**config.mk**
```make
export PLATFORM = sky130hd
export DESIGN_NAME = track_biphase_frame_encoder_unit_flat
export DESIGN_NICKNAME = d
export VERILOG_FILES = /design/src/rtl/core/tbfe_pkg.sv /design/src/rtl/core/tbfe_if.sv /design/src/rtl/core/tbfe_ram.sv /design/src/rtl/core/track_biphase_frame_encoder_unit.sv /design/src/flat_wrapper.sv
export SDC_FILE = /design/constraint.sdc
export NUM_CORES = 1
export LEC_CHECK = 0
export BUFFER_PORTS_ARGS = -buffer_cell sky130_fd_sc_hd__buf_2
export CAP_MARGIN = 5
export CORE_ASPECT_RATIO = 1.1
export CORE_MARGIN = 10
export CORE_UTILIZATION = 58
export CTS_BUF_LIST = sky130_fd_sc_hd__clkbuf_4
export DETAILED_ROUTE_END_ITERATION = 7
export PLACE_DENSITY = 0.78
export SETUP_SLACK_MARGIN = 0.15
export SLEW_MARGIN = 20
export SYNTH_ARGS = -nofsm -noshare
export SYNTH_HDL_FRONTEND = slang
export SYNTH_SLANG_ARGS = --single-unit
```
**constraint.sdc**
```tcl
create_clock -name clk -period 3.4 [get_ports clk]
set_input_delay 1.02 -clock clk [delete_from_list [all_inputs] [get_ports clk]]
set_output_delay 1.02 -clock clk [all_outputs]
set_load 0.05 [all_outputs]
```
**src/rtl/core/tbfe_pkg.sv**
```systemverilog
`default_nettype none
// ----------------------------------------------------------------------------
// tbfe_pkg: shared types and constants of the track biphase frame encoder
// Mode and item-kind codes, register indexes, reset values, sync tick counts and the result beat.
// ----------------------------------------------------------------------------
package tbfe_pkg;

	typedef enum logic [1:0] {
		MODE_IDLE  = 2'd0,
		MODE_SYNC  = 2'd1,
		MODE_DATA  = 2'd2,
		MODE_STUFF = 2'd3
	} mode_t;

	typedef enum logic [1:0] {
		KIND_TICK  = 2'd0,
		KIND_WRITE = 2'd1,
		KIND_READY = 2'd2,
		KIND_RUN   = 2'd3
	} kind_t;

	localparam int unsigned CFG_INDEX_W = 2;
	localparam int unsigned CFG_DATA_W  = 4;

	localparam logic [CFG_INDEX_W-1:0] CFG_SYNC_REPEAT  = 2'd0;
	localparam logic [CFG_INDEX_W-1:0] CFG_STUFF_RUN    = 2'd1;
	localparam logic [CFG_INDEX_W-1:0] CFG_DRIVE_ENABLE = 2'd2;

	localparam logic [3:0] SYNC_REPEAT_RST = 4'd3;
	localparam logic [3:0] STUFF_RUN_RST   = 4'd8;

	// Sync pattern: toggle on these tick counts, close the pattern at the end count
	localparam logic [7:0] SYNC_T1  = 8'd1;
	localparam logic [7:0] SYNC_T3  = 8'd3;
	localparam logic [7:0] SYNC_T4  = 8'd4;
	localparam logic [7:0] SYNC_T6  = 8'd6;
	localparam logic [7:0] SYNC_T8  = 8'd8;
	localparam logic [7:0] SYNC_T9  = 8'd9;
	localparam logic [7:0] SYNC_END = 8'd10;

	typedef struct packed {
		logic track_a;
		logic track_b;
		logic track_enable;
		logic sending;
		logic pending;
	} result_t;

endpackage
`default_nettype wire

```
**src/rtl/core/tbfe_if.sv**
```systemverilog
`default_nettype none
// ----------------------------------------------------------------------------
// tbfe_if: item and result channels of the track biphase frame encoder
// Valid/ready channels; a beat moves when valid and ready are both high.
// ----------------------------------------------------------------------------
interface tbfe_item_if;
	logic       valid;
	logic       ready;
	logic [1:0] kind;
	logic [6:0] bit_index;
	logic       bit_value;
	logic [6:0] msg_length;
	logic       run;

	modport source (output valid, output kind, output bit_index, output bit_value,
		output msg_length, output run, input ready);
	modport sink (input valid, input kind, input bit_index, input bit_value,
		input msg_length, input run, output ready);
endinterface

interface tbfe_result_if;
	logic valid;
	logic ready;
	logic track_a;
	logic track_b;
	logic track_enable;
	logic sending;
	logic pending;

	modport source (output valid, output track_a, output track_b, output track_enable,
		output sending, output pending, input ready);
	modport sink (input valid, input track_a, input track_b, input track_enable,
		input sending, input pending, output ready);
endinterface
`default_nettype wire

```
**src/rtl/core/tbfe_ram.sv**
```systemverilog
`default_nettype none
// ----------------------------------------------------------------------------
// tbfe_ram: generic single-write, single-read RAM
// One write port and one read port with registered read data (read-first).
// ----------------------------------------------------------------------------
module tbfe_ram #(
	parameter int unsigned WIDTH = 1,
	parameter int unsigned DEPTH = 128
) (
	input  wire logic                     clk,
	input  wire logic                     we,
	input  wire logic [$clog2(DEPTH)-1:0] waddr,
	input  wire logic [WIDTH-1:0]         wdata,
	input  wire logic [$clog2(DEPTH)-1:0] raddr,
	output logic      [WIDTH-1:0]         rdata
);

	logic [WIDTH-1:0] mem [DEPTH];

	always_ff @(posedge clk) begin
		if (we) begin
			mem[waddr] <= wdata;
		end
		rdata <= mem[raddr];
	end

endmodule
`default_nettype wire

```
**src/rtl/core/track_biphase_frame_encoder_unit.sv**
```systemverilog
`default_nettype none
// ----------------------------------------------------------------------------
// track_biphase_frame_encoder_unit: sync pattern and biphase mark track encoder
// Drives the two-wire track from one item per half-bit tick, with bit stuffing.
// ----------------------------------------------------------------------------
// Usage:
//   item   : valid/ready input channel. kind selects a tick, a message bit
//            write, a message-ready mark or a run-mode change.
//   result : valid/ready output channel, one beat for every item beat, with
//            track levels, driver enable, sending and pending flags.
//   cfg    : write port (cfg_we, cfg_index, cfg_data) for sync_repeat,
//            stuff_run and drive_enable; write only while the block is idle.
// The result beat is registered in the output buffer; one item is taken in
// every cycle while item.ready is high. The message store is a RAM whose read
// is issued at the next bit pointer and registered, with a write bypass, so
// the data half-bit always sees the current stored bit.
// Reset puts the block in idle with the line polarity at one and the
// registers at their defaults; the message store is not cleared.
// The result side has a two-beat buffer: when the receiver stalls, one more
// item is accepted, then item.ready drops until a result beat leaves.
// ----------------------------------------------------------------------------
module track_biphase_frame_encoder_unit #(
	parameter int unsigned BUFFER_DEPTH = 128
) (
	input  wire logic                              clk,
	input  wire logic                              arst_n,
	tbfe_item_if.sink                              item,
	tbfe_result_if.source                          result,
	input  wire logic                              cfg_we,
	input  wire logic [tbfe_pkg::CFG_INDEX_W-1:0]  cfg_index,
	input  wire logic [tbfe_pkg::CFG_DATA_W-1:0]   cfg_data
);

	localparam int unsigned AW = $clog2(BUFFER_DEPTH);

	logic [3:0]          sync_repeat_q;
	logic [3:0]          stuff_run_q;
	logic                drive_enable_q;

	tbfe_pkg::mode_t     mode_q, mode_d;
	logic [7:0]          tick_count_q, tick_count_d;
	logic [7:0]          sync_count_q, sync_count_d;
	logic [3:0]          ones_run_q, ones_run_d;
	logic                half_phase_q, half_phase_d;
	logic [7:0]          bit_pointer_q, bit_pointer_d;
	logic [6:0]          bits_left_q, bits_left_d;
	logic [6:0]          stored_length_q, stored_length_d;
	logic                pending_q, pending_d;
	logic                polarity_q, polarity_d;
	logic                pin_q, pin_d;

	logic                in_fire;
	tbfe_pkg::kind_t     kind;
	logic                toggle;
	logic                ram_we;
	logic                ram_rdata;
	logic                byp_hit_q;
	logic                byp_val_q;
	logic                cur_bit;
	logic                ptr_in_range;
	logic [3:0]          ones_inc;
	logic [6:0]          bits_dec;

	tbfe_pkg::result_t   res;
	tbfe_pkg::result_t   out_q, skid_q;
	logic                out_v_q, skid_v_q;
	logic                pop;

	assign in_fire    = item.valid && item.ready;
	assign item.ready = !skid_v_q;
	assign kind       = tbfe_pkg::kind_t'(item.kind);

	// Configuration registers
	always_ff @(posedge clk or negedge arst_n) begin
		if (!arst_n) begin
			sync_repeat_q  <= tbfe_pkg::SYNC_REPEAT_RST;
			stuff_run_q    <= tbfe_pkg::STUFF_RUN_RST;
			drive_enable_q <= 1'b0;
		end else if (cfg_we) begin
			if (cfg_index == tbfe_pkg::CFG_SYNC_REPEAT) begin
				sync_repeat_q <= cfg_data[3:0];
			end
			if (cfg_index == tbfe_pkg::CFG_STUFF_RUN) begin
				stuff_run_q <= cfg_data[3:0];
			end
			if (cfg_index == tbfe_pkg::CFG_DRIVE_ENABLE) begin
				drive_enable_q <= cfg_data[0];
			end
		end
	end

	// Message store: read issued at the next pointer and registered, bypass same-cycle writes
	assign ram_we = in_fire && (kind == tbfe_pkg::KIND_WRITE)
		&& ({2'b00, item.bit_index} < 9'(BUFFER_DEPTH));

	tbfe_ram #(
		.WIDTH (1),
		.DEPTH (BUFFER_DEPTH)
	) u_store (
		.clk   (clk),
		.we    (ram_we),
		.waddr (AW'(item.bit_index)),
		.wdata (item.bit_value),
		.raddr (bit_pointer_d[AW-1:0]),
		.rdata (ram_rdata)
	);

	always_ff @(posedge clk or negedge arst_n) begin
		if (!arst_n) begin
			byp_hit_q <= 1'b0;
		end else begin
			byp_hit_q <= ram_we && (AW'(item.bit_index) == bit_pointer_d[AW-1:0]);
		end
	end

	always_ff @(posedge clk) begin
		byp_val_q <= item.bit_value;
	end

	assign ptr_in_range = {1'b0, bit_pointer_q} < 9'(BUFFER_DEPTH);
	assign cur_bit      = ptr_in_range && (byp_hit_q ? byp_val_q : ram_rdata);
	assign ones_inc     = ones_run_q + 4'd1;
	assign bits_dec     = bits_left_q - 7'd1;

	always_comb begin
		mode_d          = mode_q;
		tick_count_d    = tick_count_q;
		sync_count_d    = sync_count_q;
		ones_run_d      = ones_run_q;
		half_phase_d    = half_phase_q;
		bit_pointer_d   = bit_pointer_q;
		bits_left_d     = bits_left_q;
		stored_length_d = stored_length_q;
		pending_d       = pending_q;
		toggle          = 1'b0;
		if (in_fire) begin
			unique case (kind)
				tbfe_pkg::KIND_TICK: begin
					tick_count_d = tick_count_q + 8'd1;
					unique case (mode_q)
						tbfe_pkg::MODE_SYNC: begin
							if (tick_count_d == tbfe_pkg::SYNC_T1
								|| tick_count_d == tbfe_pkg::SYNC_T3
								|| tick_count_d == tbfe_pkg::SYNC_T4
								|| tick_count_d == tbfe_pkg::SYNC_T6
								|| tick_count_d == tbfe_pkg::SYNC_T8
								|| tick_count_d == tbfe_pkg::SYNC_T9) begin
								toggle = 1'b1;
							end else if (tick_count_d == tbfe_pkg::SYNC_END) begin
								if (pending_q && (sync_count_q > {4'd0, sync_repeat_q})) begin
									pending_d     = 1'b0;
									sync_count_d  = 8'd0;
									ones_run_d    = 4'd0;
									half_phase_d  = 1'b1;
									bit_pointer_d = 8'd1;
									bits_left_d   = stored_length_q;
									mode_d        = tbfe_pkg::MODE_DATA;
								end else begin
									tick_count_d = 8'd0;
									sync_count_d = sync_count_q + 8'd1;
								end
							end
						end
						tbfe_pkg::MODE_DATA: begin
							half_phase_d = !half_phase_q;
							if (half_phase_q) begin
								toggle = 1'b1;
							end else begin
								if (cur_bit) begin
									toggle = 1'b1;
									if (ones_inc == stuff_run_q) begin
										ones_run_d = 4'd0;
										mode_d     = tbfe_pkg::MODE_STUFF;
									end else begin
										ones_run_d = ones_inc;
									end
								end else begin
									ones_run_d = 4'd0;
								end
								bit_pointer_d = bit_pointer_q + 8'd1;
								bits_left_d   = bits_dec;
								if (bits_dec == 7'd0) begin
									mode_d       = tbfe_pkg::MODE_SYNC;
									tick_count_d = 8'd0;
								end
							end
						end
						tbfe_pkg::MODE_STUFF: begin
							half_phase_d = !half_phase_q;
							if (half_phase_q) begin
								toggle = 1'b1;
							end else begin
								mode_d = tbfe_pkg::MODE_DATA;
							end
						end
						tbfe_pkg::MODE_IDLE: begin
						end
					endcase
				end
				tbfe_pkg::KIND_WRITE: begin
				end
				tbfe_pkg::KIND_READY: begin
					stored_length_d = item.msg_length;
					pending_d       = 1'b1;
				end
				tbfe_pkg::KIND_RUN: begin
					mode_d = item.run ? tbfe_pkg::MODE_SYNC : tbfe_pkg::MODE_IDLE;
				end
			endcase
		end
		pin_d      = toggle ? !polarity_q : pin_q;
		polarity_d = toggle ? !polarity_q : polarity_q;
	end

	always_ff @(posedge clk or negedge arst_n) begin
		if (!arst_n) begin
			mode_q          <= tbfe_pkg::MODE_IDLE;
			tick_count_q    <= 8'd0;
			sync_count_q    <= 8'd0;
			ones_run_q      <= 4'd0;
			half_phase_q    <= 1'b0;
			bit_pointer_q   <= 8'd0;
			bits_left_q     <= 7'd0;
			stored_length_q <= 7'd0;
			pending_q       <= 1'b0;
			polarity_q      <= 1'b1;
			pin_q           <= 1'b0;
		end else begin
			mode_q          <= mode_d;
			tick_count_q    <= tick_count_d;
			sync_count_q    <= sync_count_d;
			ones_run_q      <= ones_run_d;
			half_phase_q    <= half_phase_d;
			bit_pointer_q   <= bit_pointer_d;
			bits_left_q     <= bits_left_d;
			stored_length_q <= stored_length_d;
			pending_q       <= pending_d;
			polarity_q      <= polarity_d;
			pin_q           <= pin_d;
		end
	end

	// Result beat and two-entry output buffer
	always_comb begin
		res.track_a      = pin_d;
		res.track_b      = !pin_d;
		res.track_enable = drive_enable_q;
		res.sending      = (mode_d == tbfe_pkg::MODE_DATA) || (mode_d == tbfe_pkg::MODE_STUFF);
		res.pending      = pending_d;
	end

	assign pop = out_v_q && result.ready;

	always_ff @(posedge clk or negedge arst_n) begin
		if (!arst_n) begin
			out_v_q  <= 1'b0;
			skid_v_q <= 1'b0;
		end else if (pop || !out_v_q) begin
			if (skid_v_q) begin
				out_v_q  <= 1'b1;
				skid_v_q <= 1'b0;
			end else begin
				out_v_q <= in_fire;
			end
		end else if (in_fire) begin
			skid_v_q <= 1'b1;
		end
	end

	always_ff @(posedge clk) begin
		if (pop || !out_v_q) begin
			out_q <= skid_v_q ? skid_q : res;
		end else if (in_fire) begin
			skid_q <= res;
		end
	end

	assign result.valid        = out_v_q;
	assign result.track_a      = out_q.track_a;
	assign result.track_b      = out_q.track_b;
	assign result.track_enable = out_q.track_enable;
	assign result.sending      = out_q.sending;
	assign result.pending      = out_q.pending;

	// Checks
	a_skid_behind_out: assert property (@(posedge clk) disable iff (!arst_n)
		skid_v_q |-> out_v_q)
		else $error("skid entry held without an output beat");

	a_stuff_clears_run: assert property (@(posedge clk) disable iff (!arst_n)
		(mode_q == tbfe_pkg::MODE_STUFF) |-> (ones_run_q == 4'd0))
		else $error("ones run not cleared in stuffed zero");

	a_start_clears_pending: assert property (@(posedge clk) disable iff (!arst_n)
		(mode_q == tbfe_pkg::MODE_SYNC && mode_d == tbfe_pkg::MODE_DATA) |=> !pending_q)
		else $error("message start left pending set");

	a_tracks_opposite: assert property (@(posedge clk) disable iff (!arst_n)
		out_v_q |-> (out_q.track_a != out_q.track_b))
		else $error("track outputs not complementary");

endmodule
`default_nettype wire
```
**src/flat_wrapper.sv**
```systemverilog
// flat-port wrapper written by rule: the top's interface ports become plain ports
module track_biphase_frame_encoder_unit_flat 
#(
	parameter int unsigned BUFFER_DEPTH = 128
)
  (clk, arst_n, cfg_we, cfg_index, cfg_data, item_valid, item_kind, item_bit_index, item_bit_value, item_msg_length, item_run, item_ready, result_valid, result_track_a, result_track_b, result_track_enable, result_sending, result_pending, result_ready);
  tbfe_item_if item_i ();
  tbfe_result_if result_i ();
  input  wire logic clk;
  input  wire logic arst_n;
  input  wire logic cfg_we;
  input  wire logic [tbfe_pkg::CFG_INDEX_W-1:0] cfg_index;
  input  wire logic [tbfe_pkg::CFG_DATA_W-1:0] cfg_data;
  input wire logic [$bits(item_i.valid)-1:0] item_valid;
  input wire logic [$bits(item_i.kind)-1:0] item_kind;
  input wire logic [$bits(item_i.bit_index)-1:0] item_bit_index;
  input wire logic [$bits(item_i.bit_value)-1:0] item_bit_value;
  input wire logic [$bits(item_i.msg_length)-1:0] item_msg_length;
  input wire logic [$bits(item_i.run)-1:0] item_run;
  output wire logic [$bits(item_i.ready)-1:0] item_ready;
  output wire logic [$bits(result_i.valid)-1:0] result_valid;
  output wire logic [$bits(result_i.track_a)-1:0] result_track_a;
  output wire logic [$bits(result_i.track_b)-1:0] result_track_b;
  output wire logic [$bits(result_i.track_enable)-1:0] result_track_enable;
  output wire logic [$bits(result_i.sending)-1:0] result_sending;
  output wire logic [$bits(result_i.pending)-1:0] result_pending;
  input wire logic [$bits(result_i.ready)-1:0] result_ready;
  assign item_i.valid = item_valid;
  assign item_i.kind = item_kind;
  assign item_i.bit_index = item_bit_index;
  assign item_i.bit_value = item_bit_value;
  assign item_i.msg_length = item_msg_length;
  assign item_i.run = item_run;
  assign item_ready = item_i.ready;
  assign result_valid = result_i.valid;
  assign result_track_a = result_i.track_a;
  assign result_track_b = result_i.track_b;
  assign result_track_enable = result_i.track_enable;
  assign result_sending = result_i.sending;
  assign result_pending = result_i.pending;
  assign result_i.ready = result_ready;
  track_biphase_frame_encoder_unit #(.BUFFER_DEPTH(BUFFER_DEPTH)) u_core (.clk(clk), .arst_n(arst_n), .item(item_i), .result(result_i), .cfg_we(cfg_we), .cfg_index(cfg_index), .cfg_data(cfg_data));
endmodule
```
## After elaboration in Yosys (flattened, before gate mapping)

Memory sizes are Yosys's and may differ from the RTL's. A register that Yosys moved wholly into a read port is not among the register bits.
Index checks and enable logic that the tools add are counted.

| cells by class | value |
|---|---|
| $add $sub $neg | 5 |
| magnitude comparators | 2 |
| eq/ne operators | 23 |
| mux-type cells | 63 |
| bitwise operators | 2 |
| reduce and logical (&&, ||, !) cells | 34 |

Operator list:

| operator | count |
|---|---|
| two-way mux 8 bit | 10 |
| two-way mux 7 bit | 6 |
| case mux 8 bit (2 select lines) | 2 |
| adder 8 x 1 -> 8 bit (second input constant) | 3 |
| equality test 8 x 4 -> 1 bit (second input constant) | 3 |
| two-way mux 4 bit | 6 |
| two-way mux 1 bit | 22 |
| two-way mux 2 bit | 9 |
| equality test 8 x 3 -> 1 bit (second input constant) | 2 |
| equality test 2 bit (second input constant) | 7 |
| case mux 7 bit (2 select lines) | 1 |
| AND reduction 2 bit | 6 |
| equality test 8 x 1 -> 1 bit (second input constant) | 1 |
| equality test 8 x 2 -> 1 bit (second input constant) | 1 |
| greater-than comparator 8 x 4 -> 1 bit | 1 |
| < comparator 8 bit (second input constant) | 1 |
| case mux 4 bit (2 select lines) | 1 |
| equality test 7 bit | 1 |
| zero test 7 bit | 1 |
| logical OR 1 bit | 7 |
| AND reduction 7 bit | 1 |
| subtractor 7 x 1 -> 7 bit (second input constant) | 1 |
| equality test 2 x 1 -> 1 bit (second input constant) | 3 |
| logical AND 1 bit | 6 |
| 16 further kinds | 27 |

| word-level totals | value |
|---|---|
| flip-flop bits (word level) | 71 |
| RAM bits | 128 |
| input port bits | 29 |
| output and inout port bits | 7 |
| logic and storage cells | 159 |
| memories kept | 1 |

Memories:

| memory | words | width | rd ports | clocked after Yosys merged registers in | wr ports | line | RTL |
|---|---|---|---|---|---|---|---|
| u_core.u_store.mem | 128 | 1 | 1 | 1 | 1 | tbfe_ram.sv:18 | `logic [WIDTH-1:0] mem [DEPTH];` |

## Logic depth before layout (Yosys ltp)

| depth | value |
|---|---|
| depth in word-level cells | 14 |
| mapped depth | 16 |
| gate-level depth less buffers | 14 |

## By module

Synthesis repeated with hierarchy kept, for this count alone.

| unflattened totals | value |
|---|---|
| cells, all modules | 888 |
| area, all modules | 10,291.1 sq um |

Modules (own cells, without submodules):

| module | instances | cells each | area each (sq um) | seq. area each (sq um) |
|---|---|---|---|---|
| tbfe_ram | 1 | 395 | 5,719.2 | 3,863.7 |
| track_biphase_frame_encoder_unit | 1 | 493 | 4,571.9 | 1,826.8 |

## Least setup slack after synthesis

No wires, ideal clock.

| path | value |
|---|---|
| path kind | input to register |
| start | in item_kind[0] |
| end | reg u_core.u_store.rdata (read register of u_core.u_store.mem) |
| setup time | 0.117 ns |
| data arrival time | 3.531 ns |
| required time | 3.283 ns |
| slack | -0.248 ns |
| stages | 13 |
| path buffers | 1 |
| cells stage by stage | inv_1 ha_1 nand4b_1 nand2b_1 nand2_1 nand2_1 a21oi_4 buf_2 mux2i_1 a22oi_1 a311o_1 a211oi_1 and4bb_1 |

| between the ends | value |
|---|---|
| cells in the longest elaborated chain, start to end | 3 |

Ends and longest elaborated chain:

| what | line | RTL |
|---|---|---|
| from (decl) | flat_wrapper.sv:15 | `input wire logic [$bits(item_i.kind)-1:0] item_kind;` |
| zero test 2 bit | track_biphase_frame_encoder_unit.sv:137 | `unique case (kind)` |
| two-way mux 7 bit | track_biphase_frame_encoder_unit.sv:137 |  |
| two-way mux 7 bit | track_biphase_frame_encoder_unit.sv:136 | `if (in_fire) begin` |
| to (decl) | tbfe_ram.sv:15 | `output logic [WIDTH-1:0] rdata` |

No other way between the ends.
A chain may end at the register's enable or synchronous reset.

## Final worst setup path

| path | value |
|---|---|
| start | reg u_core.sync_repeat_q[1] |
| end | reg u_core.u_store.rdata (read register of u_core.u_store.mem) |

| between the ends | value |
|---|---|
| cells in the longest elaborated chain, start to end | 8 |

Ends and longest elaborated chain:

| what | line | RTL |
|---|---|---|
| from (decl) | track_biphase_frame_encoder_unit.sv:36 | `logic [3:0] sync_repeat_q;` |
| from (signal assigned) | track_biphase_frame_encoder_unit.sv:76 | `sync_repeat_q <= tbfe_pkg::SYNC_REPEAT_RST;` |
| from (signal assigned) | track_biphase_frame_encoder_unit.sv:81 | `sync_repeat_q <= cfg_data[3:0];` |
| greater-than comparator 8 x 4 -> 1 bit | track_biphase_frame_encoder_unit.sv:150 | `if (pending_q && (sync_count_q > {4'd0, sync_repeat_q})) begin` |
| logical AND 1 bit | track_biphase_frame_encoder_unit.sv:150 |  |
| two-way mux 8 bit | track_biphase_frame_encoder_unit.sv:150 |  |
| two-way mux 8 bit | track_biphase_frame_encoder_unit.sv:149 | `end else if (tick_count_d == tbfe_pkg::SYNC_END) begin` |
| two-way mux 8 bit | track_biphase_frame_encoder_unit.sv:142 | `if (tick_count_d == tbfe_pkg::SYNC_T1` |
| case mux 8 bit (2 select lines) | track_biphase_frame_encoder_unit.sv:140 | `unique case (mode_q)` |
| two-way mux 7 bit | track_biphase_frame_encoder_unit.sv:137 |  |
| two-way mux 7 bit | track_biphase_frame_encoder_unit.sv:136 |  |

No other way between the ends. The select of a mux whose other input is x is not followed.

==> impl_metrics.csv <==
group,metric,value,unit
outcome,status,"complete, but fails checks",
outcome,failing_checks,"negative setup slack",
drt,num_vias,7984,
placed_design,detailed_place_hpwl,15900,µm
logic_synthesis,synthesized_netlist_cell_count,978,
finish,layout.filler_cells,1283,
power,power,7.97,mW
global_routing,grt_antenna_before_repair,2,
logic_synthesis,postSynthRegisterBits,200,
critical_path,worst-setup-path-type,"reg2reg",
drt,ant_nets,0,
placed_design,numPortBuffers,35,
drt,detail_route.iter0.violations,742,
clocking,cts.path.max_buffers,2,
clocking,h-tree-depth,4,
power,power_switching_share,0.385,
logic_synthesis,postSynthNetCount,1029,
placed_design,dpl_cell_area,11200,µm²
clocking,cts_buffers,17,
logic_synthesis,mappedNetlistArea,10200,µm²
power,gate_power_share,0.468,
power,seqPwrFrac,0.378,
finish,layout.cell_area.non_filler,12000,µm²
global_routing,total_routing_usage_gr,0.203,
critical_path,critical_path.startpoint_type,"flop",
clocking,insertion_delay_to_the_later_sink_of_the_worst_skew_pair,600,ps
drt,remaining_drc_errors,0,
power,power.share.clock,0.154,
timing,clock-skew-final,17.6,ps
floorplanning,coreArea,17100,µm²
power,p_leak,4.47,nW
logic_synthesis,synth_edf_count,138,
timing,fin_crit_sh,1.01,
drt,viasPerCell,5.94,
drt,wl_per_instance,18.4,µm
critical_path,critical_path.cell_chain,"inv_2, ha_4, nor2b_4, o211ai_1, a21oi_2, and4_4, a21oi_4, buf_12, buf_12, mux2i_2, a221oi_2, o21ai_1, a21oi_1, or4_1, and4bb_1",
timing,setup_ws,-28.8,ps
drt,drt_pre_antenna_iters,5,
timing,finalHoldViolations,0,
logic_synthesis,yosys_warnings,0,
critical_path,critPathRequiredTime,3900,ps
critical_path,max_stage_delay,560,ps
critical_path,timing.critical_path.to_type,"flop",
timing,maxClockFrequency,292,MHz
clocking,cts_hold_buf,0,
clocking,clkSlewWorstSetupHoldPaths,170,ps
flow_run,max-cap-violations,0,
floorplanning,floorplan.initialDensity,0.593,
logic_synthesis,synth_flop_cell,"edfxtp_1",
finish,final-seq-area,5690,µm²
global_routing,first_pass_grt_wire_length,38800,µm
floorplanning,die_area,23200,µm²
timing,setup_viol,1,
timing,setup_total_negative_slack,-28.8,ps
power,power_per_cell_area,665,nW/µm²
timing,max_slew.worst_pin.slew,699,ps
timing,timing.final.crit_period,3430,ps
finish,num-nets-final,1147,
finish,areaGrowthSynthToFinish,17.9,%
min_path,hold_path.class,"in2async",
logic_synthesis,post_synth.cell_area_avg,10.4,µm²
placed_design,pre_cts_ws,-395,ps
clocking,numClockSinks,200,
timing,timing.max_slew.rel_slack,0.533,
critical_path,crit_cells,15,
critical_path,crit_family,"simple AND/OR/NAND/NOR gates",
critical_path,crit_fanout,6,
critical_path,worst_path_max_delay_cell,"dfstp_2",
global_routing,first_global_vias,7660,
timing,grt_setup_unrepaired,"yes",
finish,layout.core_utilization,0.699,
power,power.net_switching,3.07,mW
clocking,cts-root-buf,"clkbuf_4",
floorplanning,dieWidth,146,µm
finish,layout-drive-gt1-share,0.239,
critical_path,buffer_and_inverter_count_on_the_worst_path,3,
critical_path,reg2regPathDepth,15,
drt,postRouteWirelength,24700,µm
floorplanning,die-height,159,µm
logic_synthesis,asyncSetResetFlopFracSynth,0.300,
power,p_int,4.90,mW
power,vdd.ir_drop.worst,0.359,mV
placed_design,globalplace.congestion,0.880,
floorplanning,floorplan.rows,50,
critical_path,critical_path_arrival,3930,ps
finish,multi_input_area,4330,µm²
floorplanning,pin_count,36,
clocking,cts_tree,"done",
logic_synthesis,yosysUniqueCellTypes,75,
global_routing,grt_start_max_net_pins,130,
logic_synthesis,synth_sequential_area_ratio,0.560,
critical_path,timing.critical_path.mode_cell,"buf_12",
timing,timing.final.max_slew_violations,0,
global_routing,grt-ovfl-total,0,
stage by stage:
stage	hold slack (ps)	std cells
2_1_floorplan	437	978
3_3_place_gp	462	1292
3_5_place_dp	469	1292
4_1_cts	300	1335
5_1_grt	304	1343
6_report	305	1343
synthesized netlist by cell type (all sizes together), types with 10 or more instances:
| cell | instances | area share |
|---|---|---|
| a211oi | 10 | 0.0074 |
| nor2 | 164 | 0.062 |
| mux2 | 18 | 0.020 |
| nor2b | 15 | 0.0092 |
| xnor2 | 12 | 0.010 |
| nand2b | 11 | 0.0068 |
| nand2 | 132 | 0.049 |
| inv | 31 | 0.012 |
| dfrtp | 56 | 0.14 |
| a21oi | 57 | 0.030 |
| ha | 22 | 0.027 |
| nand3 | 34 | 0.017 |
| buf | 24 | 0.016 |
| nand4 | 10 | 0.0062 |
| edfxtp | 138 | 0.41 |
| clkbuf | 25 | 0.0094 |
| o21ai | 52 | 0.026 |
| mux2i | 27 | 0.027 |
cell type report:
| type | count | area share |
|---|---|---|
| antenna | 1 | 0.000209 |
| clock buffer | 17 | 0.0107 |
| inverter | 32 | 0.0131 |
| clock inverter | 14 | 0.0130 |
| tap | 234 | 0.0245 |
| sequential | 200 | 0.475 |
| multi-input combinational | 697 | 0.361 |
| timing repair buffer | 148 | 0.102 |
registers in the layout, summed over array words and instances (netlist names), 2 cells and up:
register                count
u_core.skid_q               5
u_core.ones_run_q           4
u_core.stored_length_q      7
u_core.u_store.mem        128
u_core.sync_count_q         8
u_core.bits_left_q          7
u_core.tick_count_q         8
u_core.sync_repeat_q        4
u_core.stuff_run_q          4
u_core.bit_pointer_q        8
u_core.mode_q               2
worst paths after layout:
kind,from,endpoint,slack [ps]
max in group asynchronous,arst_n,u_core.stuff_run_q[3],2470
min,arst_n,u_core.bit_pointer_q[1],310
max reg2reg,u_core.sync_repeat_q[1],u_core.u_store.rdata,-30
max,u_core.sync_repeat_q[1],u_core.u_store.rdata,-30
min in group clk,u_core.sync_count_q[7],u_core.sync_count_q[7],490
min reg2reg,u_core.sync_count_q[7],u_core.sync_count_q[7],490
cell families after synthesis:
| kind of cell | Yosys count | share of synthesized area |
|---|---|---|
| compound gates | 191 | 0.124 |
| flops | 200 | 0.560 |
| mux | 45 | 0.0466 |
| simple gates | 419 | 0.188 |
| buf+inv | 81 | 0.0374 |
| xor+xnor | 20 | 0.0172 |
| fa+ha+maj | 22 | 0.0271 |
worst reg2reg max path: stages, from the launching register on:
cell	delay [ps]
dfstp_2	560
inv_2	50
ha_4	210
nor2b_4	120
o211ai_1	270
a21oi_2	120
and4_4	230
a21oi_4	270
buf_12	180
buf_12	130
mux2i_2	230
a221oi_2	90
o21ai_1	120
a21oi_1	80
or4_1	480
and4bb_1	210
layout by cell type (no fill, tap or decap), types with 14 or more instances in the layout:
cell | synthesis | final
mux2i_1 | 27 | 25
nor2b_1 | 15 | 14
inv_1 | 29 | 23
buf_2 | 13 | 35
buf_4 | 5 | 92
a21oi_1 | 53 | 48
dfrtp_1 | 56 | 55
o21ai_0 | 46 | 41
edfxtp_1 | 138 | 138
clkbuf_4 | 0 | 17
nand3_1 | 34 | 33
ha_1 | 22 | 17
nand2_1 | 132 | 129
nor2_1 | 162 | 160
mux2_2 | 18 | 18
routing by layer:
metal	up-vias	track usage	share of wire	wire length [µm]
li1	3745	-	-	-
met1	3884	0.243	0.41	10000
met2	285	0.354	0.51	12700
met3	70	0.0352	0.050	1240
met4	0	0.0829	0.033	811
met5	-	0	0	0
power by group through the flow:
stage / logic (mW) / registers (mW) / clock network [mW]
global placement: 3.03 / 3.04 / 0
global route: 4.01 / 3.04 / 1.33
finish: 3.73 / 3.01 / 1.22
floorplan: 2.03 / 3.06 / 0
CTS: 3.43 / 3.00 / 1.25
detailed placement: 3.10 / 3.05 / 0
repair_timing:
item	4_1_cts	5_1_grt
gates resized for setup	42	28
hold endpoints to repair	0	0
endpoints found under the setup margin	2	4
buffers inserted	11	6
pin swaps	22	24
cloned	1	1
Power figures use the tool's default switching activity.
